===== src/hdl/rol_pkg.sv =====
// ----------------------------------------------------------------------------
// Recursive owner lock package
// Types, codes and constants shared by the lock core and the top level.
// ----------------------------------------------------------------------------
package rol_pkg;

  localparam int unsigned REQ_W   = 4;
  localparam int unsigned FLAGS_W = 64;
  localparam int unsigned CNT_W   = 32;
  localparam int unsigned DEPTH_W = 8;

  localparam logic [CNT_W-1:0] CNT_SAT           = 32'hFFFF_FFFF;
  localparam logic [CNT_W-1:0] RETRY_LIMIT_RESET = 32'd200000000;

  typedef enum logic {
    ACT_ACQUIRE = 1'b0,
    ACT_RELEASE = 1'b1
  } action_t;

  typedef enum logic [2:0] {
    ST_GRANTED   = 3'd0,
    ST_NESTED    = 3'd1,
    ST_BUSY      = 3'd2,
    ST_FORCED    = 3'd3,
    ST_NEST_REL  = 3'd4,
    ST_FINAL_REL = 3'd5,
    ST_BAD_REL   = 3'd6,
    ST_DEPTH_OVF = 3'd7
  } status_t;

  typedef struct packed {
    status_t              status;
    logic [FLAGS_W-1:0]   restored_state;
    logic                 held;
    logic [REQ_W-1:0]     holder;
    logic [DEPTH_W-1:0]   nest_depth;
    logic [CNT_W-1:0]     bad_release_count;
    logic [CNT_W-1:0]     forced_take_count;
    logic [REQ_W-1:0]     forced_from;
  } result_t;

  typedef struct packed {
    logic             we;
    logic [CNT_W-1:0] cnt;
  } retry_wr_t;

endpackage


===== src/hdl/recursive_owner_lock.sv =====
// An accepted beat waits in the input register until the result register takes it.
// Throughput: one beat per cycle unless out_stall holds the output. The retry count
// of a requester is read at acceptance and written back at decision, with a bypass.
// Reset (rst_n, synchronous, active low) frees the lock, clears every counter
// and sets the retry limit to 200000000; retry counts clear at once via valid bits.
// ----------------------------------------------------------------------------
// Recursive owner lock
// Hardware recursive mutex keyed by requester id, with a retry timeout that
// lets a starved requester take the lock by force. Input register, retry
// count RAM, decision core and result register.
// ----------------------------------------------------------------------------
module recursive_owner_lock
  import rol_pkg::*;
#(
  parameter int unsigned NUM_REQUESTERS = 16,
  parameter int unsigned MAX_NEST       = 255
) (
  input  logic               clk,
  input  logic               rst_n,
  input  logic               in_valid,
  output logic               in_stall,
  input  logic               in_action,
  input  logic [REQ_W-1:0]   in_requester,
  input  logic [FLAGS_W-1:0] in_irq_state,
  output logic               out_valid,
  input  logic               out_stall,
  output logic [2:0]         out_status,
  output logic [FLAGS_W-1:0] out_restored_state,
  output logic               out_held,
  output logic [REQ_W-1:0]   out_holder,
  output logic [DEPTH_W-1:0] out_nest_depth,
  output logic [CNT_W-1:0]   out_bad_release_count,
  output logic [CNT_W-1:0]   out_forced_take_count,
  output logic [REQ_W-1:0]   out_forced_from,
  input  logic               cfg_wr_en,
  input  logic [CNT_W-1:0]   cfg_wr_data
);

  localparam int unsigned SLOT_W  = (NUM_REQUESTERS > 1) ? $clog2(NUM_REQUESTERS) : 1;
  localparam int unsigned NUM_IDS = 2 ** REQ_W;

  logic [SLOT_W-1:0] slot_tab [NUM_IDS];

  for (genvar g = 0; g < NUM_IDS; g++) begin : g_slot
    assign slot_tab[g] = SLOT_W'(g % NUM_REQUESTERS);
  end

  logic               s1_valid_r;
  action_t            s1_action_r;
  logic [REQ_W-1:0]   s1_requester_r;
  logic [FLAGS_W-1:0] s1_irq_r;
  logic [SLOT_W-1:0]  s1_slot_r;

  logic               out_valid_r;
  result_t            out_res_r;

  logic               out_advance;
  logic               s1_fire;
  logic               in_accept;
  logic [SLOT_W-1:0]  in_slot;

  logic [NUM_REQUESTERS-1:0] cnt_vld_r;
  logic                      rd_vld_r;
  logic                      byp_r;
  logic [CNT_W-1:0]          byp_cnt_r;
  logic [CNT_W-1:0]          ram_rdata;
  logic [CNT_W-1:0]          retry_cnt;

  result_t   core_res;
  retry_wr_t retry_wr;
  logic      ram_we;

  assign out_advance = !out_valid_r || !out_stall;
  assign s1_fire     = s1_valid_r && out_advance;
  assign in_stall    = s1_valid_r && !out_advance;
  assign in_accept   = in_valid && !in_stall;
  assign in_slot     = slot_tab[in_requester];
  assign ram_we      = s1_fire && retry_wr.we;

  rol_ram #(
    .WIDTH (CNT_W),
    .DEPTH (NUM_REQUESTERS)
  ) u_retry_ram (
    .clk   (clk),
    .we    (ram_we),
    .waddr (s1_slot_r),
    .wdata (retry_wr.cnt),
    .re    (in_accept),
    .raddr (in_slot),
    .rdata (ram_rdata)
  );

  assign retry_cnt = byp_r ? byp_cnt_r : (rd_vld_r ? ram_rdata : '0);

  rol_core #(
    .MAX_NEST (MAX_NEST)
  ) u_core (
    .clk         (clk),
    .rst_n       (rst_n),
    .fire        (s1_fire),
    .action      (s1_action_r),
    .requester   (s1_requester_r),
    .irq_state   (s1_irq_r),
    .retry_cnt   (retry_cnt),
    .cfg_wr_en   (cfg_wr_en),
    .cfg_wr_data (cfg_wr_data),
    .result      (core_res),
    .retry_wr    (retry_wr)
  );

  always_ff @(posedge clk) begin
    if (!rst_n) begin
      s1_valid_r  <= 1'b0;
      out_valid_r <= 1'b0;
      cnt_vld_r   <= '0;
      byp_r       <= 1'b0;
      rd_vld_r    <= 1'b0;
    end else begin
      if (in_accept) begin
        s1_valid_r <= 1'b1;
      end else if (s1_fire) begin
        s1_valid_r <= 1'b0;
      end
      if (s1_fire) begin
        out_valid_r <= 1'b1;
      end else if (!out_stall) begin
        out_valid_r <= 1'b0;
      end
      if (ram_we) begin
        cnt_vld_r[s1_slot_r] <= 1'b1;
      end
      if (in_accept) begin
        rd_vld_r <= cnt_vld_r[in_slot];
        byp_r    <= ram_we && (s1_slot_r == in_slot);
      end
    end
  end

  always_ff @(posedge clk) begin
    if (in_accept) begin
      s1_action_r    <= action_t'(in_action);
      s1_requester_r <= in_requester;
      s1_irq_r       <= in_irq_state;
      s1_slot_r      <= in_slot;
      byp_cnt_r      <= retry_wr.cnt;
    end
    if (s1_fire) begin
      out_res_r <= core_res;
    end
  end

  assign out_valid             = out_valid_r;
  assign out_status            = out_res_r.status;
  assign out_restored_state    = out_res_r.restored_state;
  assign out_held              = out_res_r.held;
  assign out_holder            = out_res_r.holder;
  assign out_nest_depth        = out_res_r.nest_depth;
  assign out_bad_release_count = out_res_r.bad_release_count;
  assign out_forced_take_count = out_res_r.forced_take_count;
  assign out_forced_from       = out_res_r.forced_from;

  a_held_depth: assert property (@(posedge clk) disable iff (!rst_n)
    out_valid |-> (out_held == (out_nest_depth != '0)))
    else $error("held flag disagrees with nesting depth");

  a_restore_only_final: assert property (@(posedge clk) disable iff (!rst_n)
    out_valid && (out_status != ST_FINAL_REL) |-> (out_restored_state == '0))
    else $error("flags word returned outside a final release");

  a_final_frees: assert property (@(posedge clk) disable iff (!rst_n)
    out_valid && (out_status == ST_FINAL_REL) |-> !out_held && (out_holder == '0))
    else $error("final release left the lock held");

  a_stall_needs_beat: assert property (@(posedge clk) disable iff (!rst_n)
    in_stall |-> s1_valid_r && out_valid_r)
    else $error("input stalled with no beat in flight");

endmodule


===== src/hdl/rol_ram.sv =====
// ----------------------------------------------------------------------------
// Generic single-port-write RAM
// One write port and one read port with a registered read; the read data
// holds its value while no read is requested.
// ----------------------------------------------------------------------------
module rol_ram #(
  parameter int unsigned WIDTH = 32,
  parameter int unsigned DEPTH = 16
) (
  input  logic                                   clk,
  input  logic                                   we,
  input  logic [(DEPTH > 1 ? $clog2(DEPTH) : 1)-1:0] waddr,
  input  logic [WIDTH-1:0]                       wdata,
  input  logic                                   re,
  input  logic [(DEPTH > 1 ? $clog2(DEPTH) : 1)-1:0] raddr,
  output logic [WIDTH-1:0]                       rdata
);

  logic [WIDTH-1:0] mem_r [DEPTH];
  logic [WIDTH-1:0] rdata_r;

  always_ff @(posedge clk) begin
    if (we) begin
      mem_r[waddr] <= wdata;
    end
    if (re) begin
      rdata_r <= mem_r[raddr];
    end
  end

  assign rdata = rdata_r;

endmodule


===== src/hdl/rol_core.sv =====
// ----------------------------------------------------------------------------
// Recursive owner lock core
// Holds the lock state and counters and decides the outcome of one request
// combinationally, given the requester's current retry count.
// ----------------------------------------------------------------------------
module rol_core
  import rol_pkg::*;
#(
  parameter int unsigned MAX_NEST = 255
) (
  input  logic               clk,
  input  logic               rst_n,
  input  logic               fire,
  input  action_t            action,
  input  logic [REQ_W-1:0]   requester,
  input  logic [FLAGS_W-1:0] irq_state,
  input  logic [CNT_W-1:0]   retry_cnt,
  input  logic               cfg_wr_en,
  input  logic [CNT_W-1:0]   cfg_wr_data,
  output result_t            result,
  output retry_wr_t          retry_wr
);

  localparam logic [DEPTH_W-1:0] DEPTH_CAP = DEPTH_W'((MAX_NEST > 255) ? 255 : MAX_NEST);

  logic [CNT_W-1:0]   limit_r;
  logic [REQ_W-1:0]   owner_r, owner_nxt;
  logic [DEPTH_W-1:0] depth_r, depth_nxt;
  logic [FLAGS_W-1:0] saved_r, saved_nxt;
  logic [CNT_W-1:0]   bad_r, bad_nxt;
  logic [CNT_W-1:0]   forced_r, forced_nxt;
  logic [REQ_W-1:0]   from_r, from_nxt;

  logic               held;
  logic               match;
  logic [CNT_W-1:0]   cnt_inc;
  status_t            status;
  logic [FLAGS_W-1:0] restored;

  assign held    = (depth_r != '0);
  assign match   = held && (owner_r == requester);
  assign cnt_inc = (retry_cnt == CNT_SAT) ? retry_cnt : retry_cnt + 1'b1;

  always_comb begin
    owner_nxt    = owner_r;
    depth_nxt    = depth_r;
    saved_nxt    = saved_r;
    bad_nxt      = bad_r;
    forced_nxt   = forced_r;
    from_nxt     = from_r;
    restored     = '0;
    retry_wr.we  = 1'b0;
    retry_wr.cnt = '0;
    status       = ST_BUSY;
    case (action)
      ACT_ACQUIRE: begin
        if (match) begin
          if (depth_r >= DEPTH_CAP) begin
            status = ST_DEPTH_OVF;
          end else begin
            depth_nxt = depth_r + 1'b1;
            status    = ST_NESTED;
          end
        end else if (!held) begin
          owner_nxt   = requester;
          depth_nxt   = DEPTH_W'(1);
          saved_nxt   = irq_state;
          retry_wr.we = 1'b1;
          status      = ST_GRANTED;
        end else begin
          retry_wr.we = 1'b1;
          if (cnt_inc > limit_r) begin
            forced_nxt = (forced_r == CNT_SAT) ? forced_r : forced_r + 1'b1;
            from_nxt   = owner_r;
            owner_nxt  = requester;
            depth_nxt  = DEPTH_W'(1);
            saved_nxt  = irq_state;
            status     = ST_FORCED;
          end else begin
            retry_wr.cnt = cnt_inc;
            status       = ST_BUSY;
          end
        end
      end
      ACT_RELEASE: begin
        if (!match) begin
          bad_nxt = (bad_r == CNT_SAT) ? bad_r : bad_r + 1'b1;
          status  = ST_BAD_REL;
        end else if (depth_r > DEPTH_W'(1)) begin
          depth_nxt = depth_r - 1'b1;
          status    = ST_NEST_REL;
        end else begin
          restored  = saved_r;
          depth_nxt = '0;
          owner_nxt = '0;
          saved_nxt = '0;
          status    = ST_FINAL_REL;
        end
      end
      default: begin
        status = ST_BUSY;
      end
    endcase
  end

  always_comb begin
    result.status            = status;
    result.restored_state    = restored;
    result.held              = (depth_nxt != '0);
    result.holder            = (depth_nxt != '0) ? owner_nxt : '0;
    result.nest_depth        = depth_nxt;
    result.bad_release_count = bad_nxt;
    result.forced_take_count = forced_nxt;
    result.forced_from       = from_nxt;
  end

  always_ff @(posedge clk) begin
    if (!rst_n) begin
      limit_r  <= RETRY_LIMIT_RESET;
      owner_r  <= '0;
      depth_r  <= '0;
      saved_r  <= '0;
      bad_r    <= '0;
      forced_r <= '0;
      from_r   <= '0;
    end else begin
      if (cfg_wr_en) begin
        limit_r <= cfg_wr_data;
      end
      if (fire) begin
        owner_r  <= owner_nxt;
        depth_r  <= depth_nxt;
        saved_r  <= saved_nxt;
        bad_r    <= bad_nxt;
        forced_r <= forced_nxt;
        from_r   <= from_nxt;
      end
    end
  end

  a_depth_cap: assert property (@(posedge clk) disable iff (!rst_n)
    depth_r <= DEPTH_CAP)
    else $error("nesting depth beyond its cap");

  a_idle_owner: assert property (@(posedge clk) disable iff (!rst_n)
    !held |-> (owner_r == '0) && (saved_r == '0))
    else $error("free lock keeps an owner or a saved flags word");

  a_forced_mono: assert property (@(posedge clk) disable iff (!rst_n)
    $past(rst_n) |-> forced_r >= $past(forced_r))
    else $error("forced-take count went down");

endmodule


===== config.mk =====
export PLATFORM = sky130hd
export DESIGN_NAME = recursive_owner_lock
export DESIGN_NICKNAME = d
export VERILOG_FILES = /design/src/hdl/rol_pkg.sv /design/src/hdl/recursive_owner_lock.sv /design/src/hdl/rol_ram.sv /design/src/hdl/rol_core.sv
export SDC_FILE = /design/constraint.sdc
export NUM_CORES = 1
export LEC_CHECK = 0
export BUFFER_PORTS_ARGS = -buffer_cell sky130_fd_sc_hd__buf_2
export CORE_MARGIN = 2
export CORE_UTILIZATION = 33
export DETAILED_ROUTE_END_ITERATION = 10
export SLEW_MARGIN = 20
export SYNTH_ARGS = -nofsm -noshare
export SYNTH_HDL_FRONTEND = slang
export SYNTH_HIERARCHICAL = 1
export SYNTH_SLANG_ARGS = --single-unit

===== constraint.sdc =====
create_clock -name clk -period 16.7 [get_ports clk]
set_input_delay 1.67 -clock clk [delete_from_list [all_inputs] [get_ports clk]]
set_output_delay 1.67 -clock clk [all_outputs]
set_load 0.01 [all_outputs]

==> impl_metrics.csv, run 1 <==
group,metric,value,unit
yosys,synth_area_leaders,"edfxtp_1, dfxtp_1, mux4_2",
cells_and_area,final_cell_mix,"edfxtp_1, buf_2, dfxtp_1",
sta,hold_viol,0,
yosys,yosys.area_share.simple,8.58,%
clock_network,holdBufCountCts,0,
sta,finalSetupTns,0,ns
clock_network,clk_pin_slew_worst_paths,0.06,ns
yosys,ys_ff_latch,989,
yosys,synth_compound_area_share,6.46,%
power_and_ir_drop,vdd_drop_max,0.0811,mV
sta,finalCriticalPeriod,7.41,ns
floorplan,dieArea,123000,um2
global_route,antenna_found_initial,6,
yosys,synth.net_count,2648,
cells_and_area,fill_cells,11000,
cells_and_area,mostFrequentLayoutCell,"edfxtp_1",
sta,fin_ws,9.29,ns
yosys,synth_top_family_by_area,"simple AND/OR/NAND/NOR gates",
clock_network,cts_setup_buffers,0,
power_and_ir_drop,p_leak,0.0163,uW
placed_design,dp_slack,9.32,ns
drt,drt_iter0_drc,1860,
global_route,grtUsageTotal,15.3,%
yosys,synth.mux.area_fraction,8.50,%
worst_setup_path,slowest_stage,"nor2b_1",
cells_and_area,drive_gt1_share,22.7,%
sta,skew,0.0411,ns
floorplan,start_util,33.1,%
drt,dr_total_vias,22500,
yosys,yosysTopAreaCell,"edfxtp_1",
worst_setup_path,cp.required,17.02,ns
clock_network,cts_buffers,104,
sta,post-route-period-util,44.4,%
placed_design,dp_hpwl,55.1,mm
worst_setup_path,critPathLaunchType,"register",
sta,rsz0062_at_grt,"no",
worst_setup_path,cp_max_fo,34,
run,drv_cap,0,
worst_setup_path,critPathCaptureType,"register",
clock_network,cts_buffer_depth,3,
drt,first_pass_iters,5,
yosys,synth_fa_ha_area_share,1.20,%
cells_and_area,final_nets,2907,
placed_design,numPortBuffers,255,
yosys,synthFlopType,"edfxtp_1",
sta,max_freq,135,MHz
global_route,grt_pass1_vias,21600,
clock_network,ctsHtreeMaxLevel,3,
min_path,hold_path.class,"register to register",
floorplan,core,119000,um2
worst_setup_path,critical_path_arrival,7.73,ns
sta,maxSlewViolCount,0,
drt,routed_wl,96.0,mm
floorplan,row_count,127,
yosys,synthArstFlopShare,0,%
clock_network,cts_sinks,989,
clock_network,cts_tree,"yes",
worst_setup_path,path_class,"register to register",
power_and_ir_drop,power_density,113,nW/um2
worst_setup_path,crit_chain,"nor2b_4 > a22o_1 > and4_1 > or4b_4 > or4_4 > o2111ai_4 > nor4_2 > nand3_1 > xnor2_1 > ha_1 > nand4_1 > nor4_2 > and3_1 > a22o_1 > a31o_2 > nand2_2 > nor2b_1",
floorplan,die_w,350,um
clock_network,clock_latency,0.70,ns
global_route,grt_max_degree,89,
yosys,syn_avg_cell_area,15.8,um2
yosys,syn-cell-area,39500,um2
global_route,grt_overflow_total,0,
placed_design,placed_area,42700,um2
yosys,synth-edff-count,793,
drt,wl_per_cell,21.5,um
global_route,grt_first_pass_wirelength,141,mm
worst_setup_path,cpPeakStageDelay,1.04,ns
yosys,synth-xor-area-share,3.01,%
clock_network,post_cts_resized,0,
sta,tightest_slew,1.07,ns
yosys,synth_top_area_share,60.2,%
floorplan,die_h,350,um
drt,ant_nets,0,
sta,setup_viol,0,
drt,drt-vias-per-instance,5.04,
cells_and_area,area_delta_synth_final,16.4,%
yosys,seq_area_frac_synth,70.1,%
floorplan,ios,256,
outcome,outcome,"complete, no violations",
drt,drc,0,
yosys,syn_inst,2504,
clock_network,cts-root-buf,"clkbuf_16",
yosys,yosysWarnings,6,
placed_design,place_congestion,0.809,
yosys,synth_cell_types,85,
sta,slew_headroom,28.5,%
cells_and_area,stdcell_area,46000,um2
where the power goes:
group | switching [uW] | leakage, uW | internal, uW
registers | 25.1 | 0.00932 | 2700
clock network | 978 | 0.00161 | 1250
logic | 169 | 0.00539 | 91.7
sequential cells by signal, indices dropped and copies added, names as in the netlist, 8 cells and up:
register	count
s1_irq_r	64
u_retry_ram/mem_r	512
out_forced_take_count	32
out_nest_depth	8
cnt_vld_r	16
out_restored_state	64
u_core/limit_r	32
u_retry_ram/rdata	32
out_bad_release_count	32
byp_cnt_r	32
u_core/saved_r	64
u_core/forced_r	32
u_core/bad_r	32
u_core/depth_r	8
area by class of cell:
cell class	count	area (um2)	area share, %
flip-flops and latches	989	27700	60.3
repair buffers	291	1560	3.39
well taps	1612	2020	4.38
inverters	53	204	0.443
multi-input cells	1324	11100	24.2
diodes	4	10.0	0.0217
clock buffers	145	2870	6.23
clock inverters	50	494	1.07
kinds of logic after synthesis:
family / count (synthesis)
AOI/OAI and AO/OA: 340
xor gates and xnor gates: 136
adders and majority gates: 38
buffers and inverters: 191
DFF: 989
muxes: 172
and+or+nand+nor: 638
per-layer routing:
metal | share of wire (%) | track usage, % | up-vias
li1 | - | - | 10200
met1 | 46 | 22.1 | 11500
met2 | 46 | 23.9 | 753
met3 | 6.7 | 2.52 | 137
met4 | 1.9 | 4.00 | 2
met5 | 0.011 | 0 | -
synth_stat cells (16+ instances only):
master and instances:
a21oi_1 46, a22o_1 101, a22oi_1 64, and2_1 86, and3_1 28, and4_1 17, buf_1 16, buf_2 32
clkbuf_1 74, dfxtp_1 196, edfxtp_1 793, ha_1 38, inv_1 51, mux2i_1 35, mux4_2 130, nand2_1 141
nand3_1 51, nand4_1 47, nor2_1 122, nor2b_1 37, nor3_1 28, o21a_1 24, o21ai_0 41, or3_1 20
xnor2_1 73, xor2_1 63
worst max-delay path, delay by kind of cell (launching register included):
family | cells | cell delay (ns)
adder cells (fa/ha/maj) | 1 | 0.32
flip-flops | 1 | 0.56
XOR/XNOR | 1 | 0.09
AO/OA/AOI/OAI | 4 | 1.26
AND/OR/NAND/NOR | 11 | 4.77
stage by stage:
stage / hold WS (ns) / cells / util (%) / total power [uW]
6_report: 0.455 / 4468 / 38.6 / 5210
5_1_grt: 0.474 / 4465 / 38.6 / 5390
4_1_cts: 0.455 / 4464 / 38.6 / 5270
3_5_place_dp: 0.448 / 4269 / 35.7 / 3040
3_3_place_gp: 0.442 / 4269 / 35.7 / 3040
2_1_floorplan: 0.434 / 2504 / - / 2940
path summary, 6_finish.rpt:
path / startpoint / to / slack (ns) / depth (start not counted)
worst max register to register: byp_r$_SDFFE_PN0P_ / u_retry_ram/mem_r[1][30]$_DFFE_PP_ / 9.29 / 17
worst min register to register: s1_irq_r[4]$_DFFE_PP_ / u_core/saved_r[4]$_SDFFE_PN0P_ / 0.45 / 1
worst min-delay path: s1_irq_r[4]$_DFFE_PP_ / u_core/saved_r[4]$_SDFFE_PN0P_ / 0.45 / 1
worst max-delay path: byp_r$_SDFFE_PN0P_ / u_retry_ram/mem_r[1][30]$_DFFE_PP_ / 9.29 / 17
No activity file was read; power rests on OpenSTA's default activity.
==> run 2: changes to the inputs <==
- ABC_AREA: not set -> 1
- clock period: 16.7 -> 6.4 ns (I/O delays scaled with it)
==> run 2 against run 1 <==
  * Via count is 38% higher
  * Power grew to 2.7 times the previous value
  * Area after synthesis is 11% higher
  * Non-clock buffer count is 34 higher
  * Maximum frequency is 29% higher
  * Wire length is 19% higher
  * Critical path type unchanged
  * Critical endpoint is now u_core/saved_r[31]$_SDFFE_PN0P_
  * Largest power group unchanged
==> impl_metrics.csv, run 2 <==
group,metric,value,unit
worst_setup_path,crit_start,"byp_r$_SDFFE_PN0P_",
drt,first_pass_iters,5,
min_path,hold_path.class,"primary input to register",
yosys,synth-edff-count,793,
yosys,synth_commonest_cells,"nand2_1, edfxtp_1, inv_1",
clock_network,ctsHtreeMaxLevel,3,
global_route,grt_overflow_total,0,
global_route,antenna_found_initial,1,
floorplan,row_count,133,
clock_network,cts_buffer_depth,3,
drt,dr_total_vias,31000,
sta,post-route-period-util,89.9,%
sta,slew_headroom,22.4,%
cells_and_area,top_register,"u_retry_ram/mem_r",
power_and_ir_drop,power_density,281,nW/um2
yosys,syn_inst,4449,
worst_setup_path,critPathCaptureType,"register",
worst_setup_path,r2r_end,"u_core/saved_r[31]$_SDFFE_PN0P_",
worst_setup_path,cpPeakStageDelay,0.56,ns
yosys,syn-cell-area,43800,um2
yosys,synth.net_count,4593,
yosys,synthArstFlopShare,0,%
floorplan,ios,256,
yosys,seq_area_frac_synth,63.4,%
floorplan,dieArea,136000,um2
cells_and_area,area_delta_synth_final,14.3,%
yosys,syn_avg_cell_area,9.84,um2
cells_and_area,final_nets,4815,
clock_network,cts-root-buf,"clkbuf_16",
drt,ant_nets,0,
worst_setup_path,cp_max_fo,55,
cells_and_area,mostFrequentLayoutCell,"nand2_1",
global_route,grt_max_degree,182,
worst_setup_path,path_class,"register to register",
power_and_ir_drop,vdd_drop_max,0.228,mV
sta,skew,0.0550,ns
sta,finalCriticalPeriod,5.75,ns
worst_setup_path,crit_path_end,"u_core/saved_r[31]$_SDFFE_PN0P_",
sta,tightest_slew,1.16,ns
global_route,busiest_layer,"met2",
yosys,ys_ff_latch,989,
clock_network,clock_latency,0.73,ns
yosys,yosysMostFrequentCell,"nand2_1",
worst_setup_path,critPathLaunchType,"register",
worst_setup_path,critical_path_arrival,6.36,ns
clock_network,cts_buffers,99,
drt,drt_iter0_drc,2951,
sta,finalSetupTns,0,ns
sta,max_freq,174,MHz
global_route,grt_pass1_vias,28900,
worst_setup_path,slowest_stage,"nand2_4",
worst_setup_path,r2r_setup_slack,0.65,ns
floorplan,die_w,368,um
yosys,synth_area_leaders,"edfxtp_1, dfxtp_1, nand2_1",
run,drv_cap,0,
sta,fin_ws,0.648,ns
placed_design,place_congestion,0.948,
sta,rsz0062_at_grt,"no",
global_route,met3_usage,2.48,%
outcome,outcome,"complete, no violations",
placed_design,dp.cells,6325,
worst_setup_path,r2r_cells,29,
drt,drc,0,
cells_and_area,final_cell_mix,"nand2_1, edfxtp_1, inv_1",
drt,drt-vias-per-instance,4.76,
cells_and_area,instances_no_fill,6512,
sta,setup_viol,0,
drt,routed_wl,114,mm
yosys,yosysTopAreaCell,"edfxtp_1",
yosys,synth_cell_types,56,
drt,wl_per_cell,17.6,um
placed_design,dp_hpwl,69.3,mm
sta,maxSlewViolCount,0,
worst_setup_path,cp.required,7.01,ns
floorplan,die_h,368,um
global_route,met1_usage,22.7,%
yosys,synth_top_area_share,54.4,%
cells_and_area,drive_gt1_share,12.0,%
yosys,yosysWarnings,6,
clock_network,cts_tree,"yes",
worst_setup_path,r2r_start,"byp_r$_SDFFE_PN0P_",
global_route,grt_first_pass_wirelength,173,mm
power_and_ir_drop,p_leak,0.0211,uW
cells_and_area,largest_reg_flops,512,
clock_network,clk_pin_slew_worst_paths,0.06,ns
floorplan,start_util,33.3,%
clock_network,cts_sinks,989,
placed_design,dp_slack,0.206,ns
placed_design,numPortBuffers,255,
yosys,synthFlopType,"edfxtp_1",
worst_setup_path,cpMostUsedCell,"nand2_1",
global_route,grtUsageMet2,26.5,%
clock_network,cts_setup_buffers,0,
sta,hold_viol,0,
global_route,grtUsageTotal,16.4,%
floorplan,core,131000,um2
sta,whs,0.0879,ns
[run 2: cell types whose count changed after synthesis, moves of 78 or more]
cell,before,now
a21oi_1,46,202
a22o_1,101,0
and2_1,86,1
inv_1,51,757
mux4_2,130,0
nand2_1,141,1040
nand3_1,51,496
nor2_1,122,256
o21ai_0,41,119
[run 2: logic make-up (layout without fill, tap and decap cells)]
family          after synthesis  after routing  synth area share, %
other cells                   0              3                    0
flops                       989            989                 63.4
xor+xnor                     74             74                 1.48
simple gates               1938           1938                 19.0
fa+ha+maj                    38             38                 1.09
buf+inv                     985           1290                 9.47
compound gates              425            425                 5.53
[run 2: metrics by stage]
stage          area [um2]  total power, uW  util, %
6_report            50000            14000     38.0
2_1_floorplan       43800             8060        -
3_3_place_gp        46700             8400     35.6
4_1_cts             50000            14200     38.0
3_5_place_dp        46700             8410     35.6
5_1_grt             50000            14500     38.0
[run 2: how the worst min path moves through the flow]
stage,start,slack [ns],end,cells after the start
after floorplan,u_core/limit_r[31]$_SDFFE_PN0P_,0.44,u_core/limit_r[31]$_SDFFE_PN0P_,2
after global placement,cnt_vld_r[11]$_SDFFE_PN0P_,0.45,cnt_vld_r[11]$_SDFFE_PN0P_,2
after detailed placement,cnt_vld_r[2]$_SDFFE_PN0P_,0.45,cnt_vld_r[2]$_SDFFE_PN0P_,2
after CTS,in_irq_state[49],0.03,s1_irq_r[49]$_DFFE_PP_,1
after global routing,in_irq_state[49],0.06,s1_irq_r[49]$_DFFE_PP_,1
final,in_irq_state[47],0.09,s1_irq_r[47]$_DFFE_PP_,1
[run 2: cell type report]
cell class                 instances  area, um2
antenna                            3       7.51
clock buffer                     123       2630
clock inverter                    61        609
fill                           13000      81500
inverter                         781       2960
multi-input combinational       2475      12000
sequential                       989      27700
tap                             1755       2200
timing repair buffer             325       1850
[run 2: timing repair]
| action | CTS | global route |
|---|---|---|
| hold buffers | 0 | 0 |
| endpoints found under the setup margin | 0 | 99 |
| gates resized for setup | 0 | 3 |
[run 2: power by group]
part | switching (uW) | total, uW | internal (uW) | leakage, uW
registers | 95.4 | 7230 | 7140 | 0.00918
clock network | 2500 | 5750 | 3250 | 0.00156
logic | 753 | 1050 | 300 | 0.0103
total | 3350 | 14000 | 10700 | 0.0211
[run 2: worst max-delay path, delay by kind of cell (launching register included)]
kind | cells | cell delay [ns]
simple gates | 19 | 3.33
buf+inv | 5 | 0.87
compound gates | 3 | 0.56
fa+ha+maj | 2 | 0.51
flops | 1 | 0.33
[run 2: routing by layer]
| layer | share of wire [%] | vias to the layer above |
|---|---|---|
| met5 | 0.011 | - |
| met4 | 2.3 | 2 |
| met3 | 6.3 | 165 |
| met2 | 46 | 1043 |
| met1 | 45 | 14800 |
| li1 | - | 15000 |
